===== src/rtl/psw_pkg.sv =====
// Shared types and constants for the position weight matrix window scanner.
// Used by psw_cell and pssm_window_scan; depends on nothing else.
package psw_pkg;

  // Default sizes handed down as module parameters.
  localparam int MAX_MOTIF_DEF   = 32;
  localparam int WEIGHT_BITS_DEF = 16;

  // Fixed field widths of the block's ports.
  localparam int CMD_W    = 2;
  localparam int POS_W    = 5;
  localparam int COL_W    = 2;
  localparam int WIN_W    = 16;
  localparam int CODE_W   = 3;
  localparam int SCORE_W  = 21;
  localparam int ADDR_W   = 32;
  localparam int MLEN_W   = 6;
  localparam int CFG_IDX_W = 2;
  localparam int CFG_DAT_W = 32;

  // Command codes of an input word.
  localparam logic [CMD_W-1:0] CMD_LOAD   = 2'd0;
  localparam logic [CMD_W-1:0] CMD_REGION = 2'd1;
  localparam logic [CMD_W-1:0] CMD_SCORE  = 2'd2;

  // Configuration register indexes.
  localparam logic [CFG_IDX_W-1:0] REG_MOTIF_LEN = 2'd0;
  localparam logic [CFG_IDX_W-1:0] REG_THRESHOLD = 2'd1;
  localparam logic [CFG_IDX_W-1:0] REG_REGION    = 2'd2;

  // Base symbol codes: A, C, G, T are the only known symbols.
  localparam logic [CODE_W-1:0] CODE_A = 3'd1;
  localparam logic [CODE_W-1:0] CODE_T = 3'd4;

  // Score limits and the sentinel for a window holding an unknown symbol.
  localparam int SCORE_MAX = 1048575;
  localparam int SCORE_MIN = -1048576;
  localparam logic signed [SCORE_W-1:0] UNKNOWN_SCORE = -21'sd256000;

  // Control group broadcast from the sequencer to every cell.
  typedef struct packed {
    logic clear;    // start of a new region: empty the window
    logic shift;    // push a new base into the window
    logic capture;  // copy the window into the evaluation row
    logic align;    // move the evaluation row down by one cell
  } psw_ctl_t;

endpackage


===== src/rtl/pssm_window_scan.sv =====
// Top level of the position weight matrix window scanner: configuration
// registers, sequencer, output register and the row of psw_cell instances.
// Uses psw_pkg.
//
// Usage: words enter on the in_ channel (valid/ready). A load word stores a
// signed weight for one motif position and base column, a region word
// empties the window and restarts the coordinate count, a score word pushes
// one base code into the window. Once the window of motif_len bases is full,
// each score word yields one result word on the out_ channel: start
// coordinate, saturated score (or the unknown sentinel), hit flag and
// unknown flag. Configuration registers are written over the cfg_ channel,
// which is always ready.
// Load, region and score words that give no result leave the input ready.
// A score word that gives a result holds the input while the sequencer
// captures the window into the evaluation row, moves the row down by one
// cell per alignment step until motif position 0 sits in cell 0, and lets
// the sum chain ripple through all MAX_MOTIF cells.
// The result then waits in an output register; further words are accepted
// while it waits, and only the next scoring result is held until out_ready.
// Reset empties the window, clears the counters and sets motif_len to 1;
// weights hold no value until loaded.
module pssm_window_scan #(
  parameter int MAX_MOTIF   = psw_pkg::MAX_MOTIF_DEF,
  parameter int WEIGHT_BITS = psw_pkg::WEIGHT_BITS_DEF
) (
  input  logic                                  clk,
  input  logic                                  rst_n,
  input  logic                                  in_valid,
  output logic                                  in_ready,
  input  logic [psw_pkg::CMD_W-1:0]             in_command,
  input  logic [psw_pkg::POS_W-1:0]             in_weight_position,
  input  logic [psw_pkg::COL_W-1:0]             in_weight_base,
  input  logic signed [psw_pkg::WIN_W-1:0]      in_weight_value,
  input  logic [psw_pkg::CODE_W-1:0]            in_base_code,
  output logic                                  out_valid,
  input  logic                                  out_ready,
  output logic [psw_pkg::ADDR_W-1:0]            out_window_start,
  output logic signed [psw_pkg::SCORE_W-1:0]    out_window_score,
  output logic                                  out_is_hit,
  output logic                                  out_has_unknown,
  input  logic                                  cfg_valid,
  output logic                                  cfg_ready,
  input  logic [psw_pkg::CFG_IDX_W-1:0]         cfg_index,
  input  logic [psw_pkg::CFG_DAT_W-1:0]         cfg_data
);
  import psw_pkg::*;

  localparam int LEN_W  = $clog2(MAX_MOTIF + 1);
  localparam int CMP_W  = (LEN_W > MLEN_W) ? LEN_W : MLEN_W;
  localparam int SUM_W0 = WEIGHT_BITS + $clog2(MAX_MOTIF) + 1;
  localparam int SUM_W  = (SUM_W0 > SCORE_W + 1) ? SUM_W0 : SCORE_W + 1;
  localparam logic signed [SUM_W-1:0] SUM_HI = SUM_W'(SCORE_MAX);
  localparam logic signed [SUM_W-1:0] SUM_LO = SUM_W'(SCORE_MIN);

  typedef enum logic [2:0] {
    ST_IDLE,
    ST_CAPT,
    ST_ALIGN,
    ST_SUM,
    ST_DONE
  } state_t;

  // Configuration registers.
  logic [MLEN_W-1:0]         motif_len_r;
  logic signed [SCORE_W-1:0] threshold_r;
  logic [ADDR_W-1:0]         region_base_r;

  // Sequencer and counters.
  state_t               state_r, state_nxt;
  logic [LEN_W-1:0]     cnt_r, cnt_nxt;
  logic [LEN_W-1:0]     fill_r, fill_nxt;
  logic [ADDR_W-1:0]    seen_r, seen_nxt;

  // Output register.
  logic                      out_valid_r, out_valid_nxt;
  logic [ADDR_W-1:0]         start_r, start_nxt;
  logic signed [SCORE_W-1:0] score_r, score_nxt;
  logic                      hit_r, hit_nxt;
  logic                      unk_r, unk_nxt;

  logic                      in_acc;
  logic                      cfg_acc;
  logic [LEN_W-1:0]          len;
  logic [CMP_W-1:0]          ml_ext;
  logic [LEN_W-1:0]          align_cnt;
  logic signed [WEIGHT_BITS-1:0] load_val;
  logic signed [SUM_W-1:0]   sum_top;
  logic                      unk_top;
  logic signed [SCORE_W-1:0] score_fin;
  psw_ctl_t                  ctl;

  logic [CODE_W-1:0]         base_link [MAX_MOTIF];
  logic [CODE_W-1:0]         eval_link [MAX_MOTIF];
  logic signed [SUM_W-1:0]   sum_link  [MAX_MOTIF];
  logic                      unk_link  [MAX_MOTIF];

  assign in_acc    = in_valid && in_ready;
  assign cfg_ready = 1'b1;
  assign cfg_acc   = cfg_valid && cfg_ready;

  always_ff @(posedge clk) begin
    if (!rst_n) begin
      motif_len_r   <= MLEN_W'(1);
      threshold_r   <= '0;
      region_base_r <= '0;
    end else if (cfg_acc) begin
      case (cfg_index)
        REG_MOTIF_LEN: motif_len_r   <= cfg_data[MLEN_W-1:0];
        REG_THRESHOLD: threshold_r   <= cfg_data[SCORE_W-1:0];
        REG_REGION:    region_base_r <= cfg_data[ADDR_W-1:0];
        default: ;
      endcase
    end
  end

  // Window length in use: zero acts as one, anything above the row as the row.
  assign ml_ext = CMP_W'(motif_len_r);
  always_comb begin
    if (motif_len_r == '0) begin
      len = LEN_W'(1);
    end else if (ml_ext > CMP_W'(MAX_MOTIF)) begin
      len = LEN_W'(MAX_MOTIF);
    end else begin
      len = LEN_W'(ml_ext);
    end
  end

  // The window is kept with its newest base in the top cell, so position 0
  // of the motif sits MAX_MOTIF - len cells above cell 0.
  assign align_cnt = LEN_W'(MAX_MOTIF) - len;

  // Loaded weights saturate to the stored width.
  generate
    if (WEIGHT_BITS >= WIN_W) begin : g_wide
      assign load_val = WEIGHT_BITS'(in_weight_value);
    end else begin : g_narrow
      localparam logic signed [WIN_W-1:0] W_HI = WIN_W'(2 ** (WEIGHT_BITS - 1) - 1);
      localparam logic signed [WIN_W-1:0] W_LO = WIN_W'(-(2 ** (WEIGHT_BITS - 1)));
      logic signed [WIN_W-1:0] clipped;
      always_comb begin
        if (in_weight_value > W_HI) begin
          clipped = W_HI;
        end else if (in_weight_value < W_LO) begin
          clipped = W_LO;
        end else begin
          clipped = in_weight_value;
        end
      end
      assign load_val = clipped[WEIGHT_BITS-1:0];
    end
  endgenerate

  always_comb begin
    ctl.clear   = in_acc && (in_command == CMD_REGION);
    ctl.shift   = in_acc && (in_command == CMD_SCORE);
    ctl.capture = (state_r == ST_CAPT);
    ctl.align   = (state_r == ST_ALIGN);
  end

  // The row of cells.
  generate
    for (genvar k = 0; k < MAX_MOTIF; k++) begin : g_cell
      logic [CODE_W-1:0]       base_src;
      logic [CODE_W-1:0]       eval_src;
      logic signed [SUM_W-1:0] sum_src;
      logic                    unk_src;
      logic                    wr_en;
      logic                    in_use;

      if (k == MAX_MOTIF - 1) begin : g_top
        assign base_src = in_base_code;
        assign eval_src = '0;
      end else begin : g_mid
        assign base_src = base_link[k+1];
        assign eval_src = eval_link[k+1];
      end

      if (k == 0) begin : g_first
        assign sum_src = '0;
        assign unk_src = 1'b0;
      end else begin : g_rest
        assign sum_src = sum_link[k-1];
        assign unk_src = unk_link[k-1];
      end

      assign wr_en  = in_acc && (in_command == CMD_LOAD) &&
                      (int'(in_weight_position) == k);
      assign in_use = LEN_W'(k) < len;

      psw_cell #(
        .WEIGHT_BITS (WEIGHT_BITS),
        .SUM_W       (SUM_W)
      ) u_cell (
        .clk      (clk),
        .rst_n    (rst_n),
        .ctl      (ctl),
        .base_in  (base_src),
        .base_out (base_link[k]),
        .eval_in  (eval_src),
        .eval_out (eval_link[k]),
        .wr_en    (wr_en),
        .wr_col   (in_weight_base),
        .wr_val   (load_val),
        .in_use   (in_use),
        .sum_in   (sum_src),
        .unk_in   (unk_src),
        .sum_out  (sum_link[k]),
        .unk_out  (unk_link[k])
      );
    end
  endgenerate

  assign sum_top = sum_link[MAX_MOTIF-1];
  assign unk_top = unk_link[MAX_MOTIF-1];

  always_comb begin
    if (unk_top) begin
      score_fin = UNKNOWN_SCORE;
    end else if (sum_top > SUM_HI) begin
      score_fin = SUM_HI[SCORE_W-1:0];
    end else if (sum_top < SUM_LO) begin
      score_fin = SUM_LO[SCORE_W-1:0];
    end else begin
      score_fin = sum_top[SCORE_W-1:0];
    end
  end

  always_comb begin
    state_nxt     = state_r;
    cnt_nxt       = cnt_r;
    fill_nxt      = fill_r;
    seen_nxt      = seen_r;
    out_valid_nxt = out_valid_r && !out_ready;
    start_nxt     = start_r;
    score_nxt     = score_r;
    hit_nxt       = hit_r;
    unk_nxt       = unk_r;

    if (ctl.clear) begin
      fill_nxt = '0;
      seen_nxt = '0;
    end

    case (state_r)
      ST_IDLE: begin
        if (ctl.shift) begin
          seen_nxt = seen_r + ADDR_W'(1);
          if (fill_r < LEN_W'(MAX_MOTIF)) begin
            fill_nxt = fill_r + LEN_W'(1);
          end
          if (fill_nxt >= len) begin
            state_nxt = ST_CAPT;
          end
        end
      end
      ST_CAPT: begin
        if (align_cnt == '0) begin
          state_nxt = ST_SUM;
          cnt_nxt   = LEN_W'(MAX_MOTIF);
        end else begin
          state_nxt = ST_ALIGN;
          cnt_nxt   = align_cnt;
        end
      end
      ST_ALIGN: begin
        if (cnt_r == LEN_W'(1)) begin
          state_nxt = ST_SUM;
          cnt_nxt   = LEN_W'(MAX_MOTIF);
        end else begin
          cnt_nxt = cnt_r - LEN_W'(1);
        end
      end
      ST_SUM: begin
        if (cnt_r == LEN_W'(1)) begin
          state_nxt = ST_DONE;
        end else begin
          cnt_nxt = cnt_r - LEN_W'(1);
        end
      end
      ST_DONE: begin
        if (!out_valid_r || out_ready) begin
          state_nxt     = ST_IDLE;
          out_valid_nxt = 1'b1;
          start_nxt     = region_base_r + seen_r - ADDR_W'(len);
          score_nxt     = score_fin;
          hit_nxt       = score_fin > threshold_r;
          unk_nxt       = unk_top;
        end
      end
      default: begin
        state_nxt = ST_IDLE;
      end
    endcase
  end

  always_ff @(posedge clk) begin
    if (!rst_n) begin
      state_r     <= ST_IDLE;
      cnt_r       <= '0;
      fill_r      <= '0;
      seen_r      <= '0;
      out_valid_r <= 1'b0;
    end else begin
      state_r     <= state_nxt;
      cnt_r       <= cnt_nxt;
      fill_r      <= fill_nxt;
      seen_r      <= seen_nxt;
      out_valid_r <= out_valid_nxt;
    end
    start_r <= start_nxt;
    score_r <= score_nxt;
    hit_r   <= hit_nxt;
    unk_r   <= unk_nxt;
  end

  assign in_ready         = (state_r == ST_IDLE);
  assign out_valid        = out_valid_r;
  assign out_window_start = start_r;
  assign out_window_score = score_r;
  assign out_is_hit       = hit_r;
  assign out_has_unknown  = unk_r;

endmodule


===== src/rtl/psw_cell.sv =====
// One motif position of the scanner: a window entry, four weights, an
// evaluation slot and one stage of the running score sum. Uses psw_pkg.
module psw_cell #(
  parameter int WEIGHT_BITS = psw_pkg::WEIGHT_BITS_DEF,
  parameter int SUM_W       = 22
) (
  input  logic                                 clk,
  input  logic                                 rst_n,
  input  psw_pkg::psw_ctl_t                    ctl,
  input  logic [psw_pkg::CODE_W-1:0]           base_in,
  output logic [psw_pkg::CODE_W-1:0]           base_out,
  input  logic [psw_pkg::CODE_W-1:0]           eval_in,
  output logic [psw_pkg::CODE_W-1:0]           eval_out,
  input  logic                                 wr_en,
  input  logic [psw_pkg::COL_W-1:0]            wr_col,
  input  logic signed [WEIGHT_BITS-1:0]        wr_val,
  input  logic                                 in_use,
  input  logic signed [SUM_W-1:0]              sum_in,
  input  logic                                 unk_in,
  output logic signed [SUM_W-1:0]              sum_out,
  output logic                                 unk_out
);
  import psw_pkg::*;

  logic [CODE_W-1:0]             win_r;
  logic [CODE_W-1:0]             eval_r;
  logic signed [WEIGHT_BITS-1:0] weight_r [4];
  logic signed [SUM_W-1:0]       sum_r;
  logic                          unk_r;

  logic                          known;
  logic [COL_W-1:0]              col;
  logic signed [SUM_W-1:0]       term;

  always_ff @(posedge clk) begin
    if (!rst_n) begin
      win_r <= '0;
    end else if (ctl.clear) begin
      win_r <= '0;
    end else if (ctl.shift) begin
      win_r <= base_in;
    end
  end

  always_ff @(posedge clk) begin
    if (wr_en) begin
      weight_r[wr_col] <= wr_val;
    end
    if (ctl.capture) begin
      eval_r <= win_r;
    end else if (ctl.align) begin
      eval_r <= eval_in;
    end
    sum_r <= sum_in + term;
    unk_r <= unk_in | (in_use & ~known);
  end

  // Codes other than A, C, G, T count as unknown.
  always_comb begin
    known = (eval_r >= CODE_A) && (eval_r <= CODE_T);
    col   = COL_W'(eval_r - CODE_A);
    if (in_use && known) begin
      term = SUM_W'(weight_r[col]);
    end else begin
      term = '0;
    end
  end

  assign base_out = win_r;
  assign eval_out = eval_r;
  assign sum_out  = sum_r;
  assign unk_out  = unk_r;

endmodule


===== config.mk =====
export PLATFORM = sky130hd
export DESIGN_NAME = pssm_window_scan
export DESIGN_NICKNAME = d
export VERILOG_FILES = /design/src/rtl/psw_pkg.sv /design/src/rtl/pssm_window_scan.sv /design/src/rtl/psw_cell.sv
export SDC_FILE = /design/constraint.sdc
export NUM_CORES = 2
export LEC_CHECK = 0
export BUFFER_PORTS_ARGS = -buffer_cell sky130_fd_sc_hd__buf_2
export CAP_MARGIN = 0
export CORE_AREA = 2 2 818 413
export CTS_CLUSTER_DIAMETER = 60
export DETAILED_ROUTE_END_ITERATION = 8
export DIE_AREA = 0 0 820 415
export GPL_ROUTABILITY_DRIVEN = 0
export GPL_TIMING_DRIVEN = 1
export PLACE_DENSITY_LB_ADDON = 0.25
export SLEW_MARGIN = 30
export SYNTH_ARGS = -nofsm -noshare
export SYNTH_HDL_FRONTEND = slang
export SYNTH_SLANG_ARGS = --single-unit
export TNS_END_PERCENT = 10

===== constraint.sdc =====
create_clock -name clk -period 17.8 [get_ports clk]
set_clock_uncertainty 0.05 [all_clocks]
set_input_delay 3.56 -clock clk [delete_from_list [all_inputs] [get_ports clk]]
set_output_delay 3.56 -clock clk [all_outputs]
set_load 0.005 [all_outputs]

==> metrics <==
Via density=roughly 5.7; antenna violations before repair=55; Initial Util=between 40% and 50%; Placement Setup Slack=~11 ns; reg2reg end=g_cell[12].u_cell.sum_out[20]; endpoints failing setup=0; Seq/Total Area, Yosys=approximately three fifths; clock tree buffer depth=4; number of synthesized flops with an enable pin=2,199; Gate Count Post-Synth=roughly 10,000; Root Buffer=clkbuf_16; Arr. time, crit path=approximately 7.4 ns; drt first pass iters=6; CTS-repair resized insts=0; Reg-to-Reg Start=ml_ext[5]; fin crit share=between 30% and 40%; fin nets=between 10,000 and 15,000; fin util=about 47%; reg2reg setup slack=11.13 ns; worst setup path endpoint=g_cell[12].u_cell.sum_out[20]; post-route ant nets=0; total grt overflow=0; ratio of cells with drive above 1 in the final layout=around 13%; P_leak=57.5 nW; Mapped Avg Cell Area=around 14 um^2; placed instance area=about 150,000 um^2; CTS buffer count=~280; Period minus WS final=about 6.7 ns; critical path type=register to register; IO Port Bufs=about 120; crit path buf inv count=2; vias in the first global route=around 81,000; VDD IR-drop max=between 0.09 and 0.1 mV; Worst setup SP type=register; P&R area growth vs syn=11.5%; GRT Overall Usage=22.3%; first-pass GRT wire length=562 mm; Fill cells=between 20,000 and 30,000; H-tree lvl count=5; CTS tree=done; clock sink count=3,132; max incr delay on CP=approximately 0.85 ns; post-route DRC violation count=0; FP Rows=150; Critical Path Slowest Stage Cell=o41ai_1; crit-path leading delay family=compound AO/OA/AOI/OAI gates; I/O Pins=~130; FF-to-FF path depth=17; max-cap violations=0; Crit path depth=17; synthesized net count=11,100; critical path endpoint category=register; clk slew on worst S/H paths=around 0.07 ns; synthesized cell area=between 100,000 and 150,000 um^2; Die W=slightly above 800 um; yosys warns=0; largest net degree at the start of global routing=79; Critical Path RT=around 19 ns; Synth Register Bits=approximately 3,100; Post-synth ARST share=0%; total die area=340,000 um^2; Final Instance Area=155,000 um^2; Slew headroom=approximately 29%; setup bufs post-CTS=0; fin worst setup slack=11.13 ns; drt initial violations=13,000; clk_lat worst skew=about 0.9 ns; most used cell, CP=o21ai_0; Die H=between 400 and 500 um; HP Start=g_cell[20].u_cell.unk_out; worst slew pin tran=roughly 1.1 ns; Unique masters post-synth=slightly above 80; worst hold path type=register to register; Hold Violations, Final=0; Vias=slightly below 90,000; status=completed; fmax=around 150 MHz; core area=about 330,000 um^2; setup tns final=0 ns; Post-DP HPWL=269 mm; CTS Hold Bufs=0; power density cells=approximately 150 nW/um^2; WL per Instance=about 25 um; final wirelength=388 mm; Final Power=23.8 mW; CP Max Fanout=16; crit path from=ml_ext[5]; Max Slew Vio Count=0; RSZ-0062 raised after global routing=no; top_reg_cell synth=edfxtp_1; CP Cell Sequence=inv_1, nand2_1, clkinv_1, nand2_1, o21ai_0, nand2b_1, nor2b_1, ha_1, nor2b_1, o21ai_0, a21boi_0, o31ai_1, o21ai_0, o41ai_1, o2111ai_1, a211o_1, nand3_1
## layout make-up
class / instances / area, um^2 / area share, %
Timing Repair Buffer: 345 / 2480 / 1.60
Inverter: 473 / 1780 / 1.14
Clock buffer: 370 / 7750 / 4.99
Clock inverter: 123 / 1060 / 0.681
Multi-Input combinational cell: 6337 / 51900 / 33.4
Antenna cell: 10 / 25.0 / 0.0161
Sequential cell: 3132 / 84700 / 54.6
Tap cell: 4484 / 5610 / 3.61
## cells in the final DEF (no fill, tap or decap), drive strengths merged, types with 28 or more instances in the layout
cell type  instances
o31ai             28
buf              345
nand2b            94
or2               30
mux2i             34
a21oi            555
nor3             179
fa                37
xor2             124
xnor2            516
o21bai            62
and2              34
mux4             485
dfxtp            933
ha               800
or3               47
nor2             577
a21o             173
clkbuf           370
nand3            147
mux2              31
a211oi            64
a21boi            75
a31oi             49
clkinv            87
nor2b            524
nand2            691
and3             134
inv              482
o211ai            50
edfxtp          2199
o21ai            326
o21a             139
a211o             51
## layer usage
layer	track usage [%]	share of wire, %	routed length (um)
met1	38.5	50	193000
met3	6.11	12	48400
met5	0	0.0067	26
met4	3.74	1.6	6240
met2	26.8	36	140000
## per-stage QoR
stage / cells / hold slack [ns]
2_1_floorplan: 10200 / 0.332
3_3_place_gp: 14800 / 0.344
3_5_place_dp: 14800 / 0.342
4_1_cts: 15300 / 0.361
5_1_grt: 15300 / 0.363
6_report: 15300 / 0.356
## how the worst min path moves through the flow
stage,end,slack (ns),depth (start not counted)
after floorplan,g_cell[10].u_cell.unk_out,0.33,1
after global placement,g_cell[4].u_cell.unk_out,0.34,1
after detailed placement,g_cell[29].u_cell.unk_out,0.34,1
after CTS,g_cell[21].u_cell.unk_out,0.36,1
after global routing,g_cell[21].u_cell.unk_out,0.36,1
final,g_cell[21].u_cell.unk_out,0.36,1
## sequential cells by signal, indices dropped and copies added (netlist names)
| name | flops |
|---|---|
| out_valid | 1 |
| seen_r | 32 |
| g_cell.u_cell.eval_out | 96 |
| out_window_score | 21 |
| fill_r | 6 |
| threshold_r | 21 |
| out_window_start | 32 |
| g_cell.u_cell.base_out | 96 |
| out_has_unknown | 1 |
| g_cell.u_cell.weight_r | 2048 |
| g_cell.u_cell.unk_out | 32 |
| region_base_r | 32 |
| ml_ext | 6 |
| g_cell.u_cell.sum_out | 698 |
| out_is_hit | 1 |
| state_r | 3 |
| cnt_r | 6 |
## cells by family (layout without fill, tap and decap cells)
logic type / count (synthesis) / in the layout / share of synthesized area (%)
xor+xnor: 640 / 640 / 4.02
simple gates: 2549 / 2549 / 8.95
mux: 550 / 550 / 8.34
fa+ha+maj: 837 / 837 / 7.72
buf+inv: 754 / 1311 / 2.04
other cells: 1 / 11 / 0.00269
flops: 3132 / 3132 / 60.8
compound gates: 1760 / 1760 / 8.13
## power breakdown
part	leakage, nW	switching [mW]	internal, mW
clock network	4.32	2.75	3.29
logic	25.6	4.61	3.49
registers	27.6	0.786	8.88
## Yosys cell counts, types with 9 or more instances
master        n  area (um^2)
nor3_1      178          891
mux2i_1      34          340
a21boi_0     75          563
and3_1      134          838
nand4_1      26          163
a21o_1      173         1300
o211ai_1     49          368
mux2_2       31          349
nand2b_1     94          588
o21ai_0     323         1620
a21oi_1     553         2770
o21a_1      139         1040
o41ai_1      17          149
nor4_1       15         93.8
inv_1       472         1770
o2111ai_1    20          175
o31ai_1      28          210
mux4_2      485        10900
dfxtp_1     933        18700
o31a_1       17          149
buf_1        21         78.8
a2111oi_0    21          184
a211o_1      51          447
xnor2_1     516         4520
xor2_1      124         1090
clkbuf_1    256          961
or2_2        23          144
or4_1        14          105
nor2b_1     524         3280
nand3_1     147          736
nand3b_1     15          113
a31oi_1      49          307
o311ai_0      9         78.8
fa_1         37          741
a211oi_1     64          480
ha_1        800        10000
o21bai_1     62          465
and2_1       34          213
or3_1        47          294
edfxtp_1   2199        66000
nand2_1     691         2590
a311oi_1     14          123
nor2_1      577         2170
a31o_2       21          184
Power figures use the tool's default switching activity.
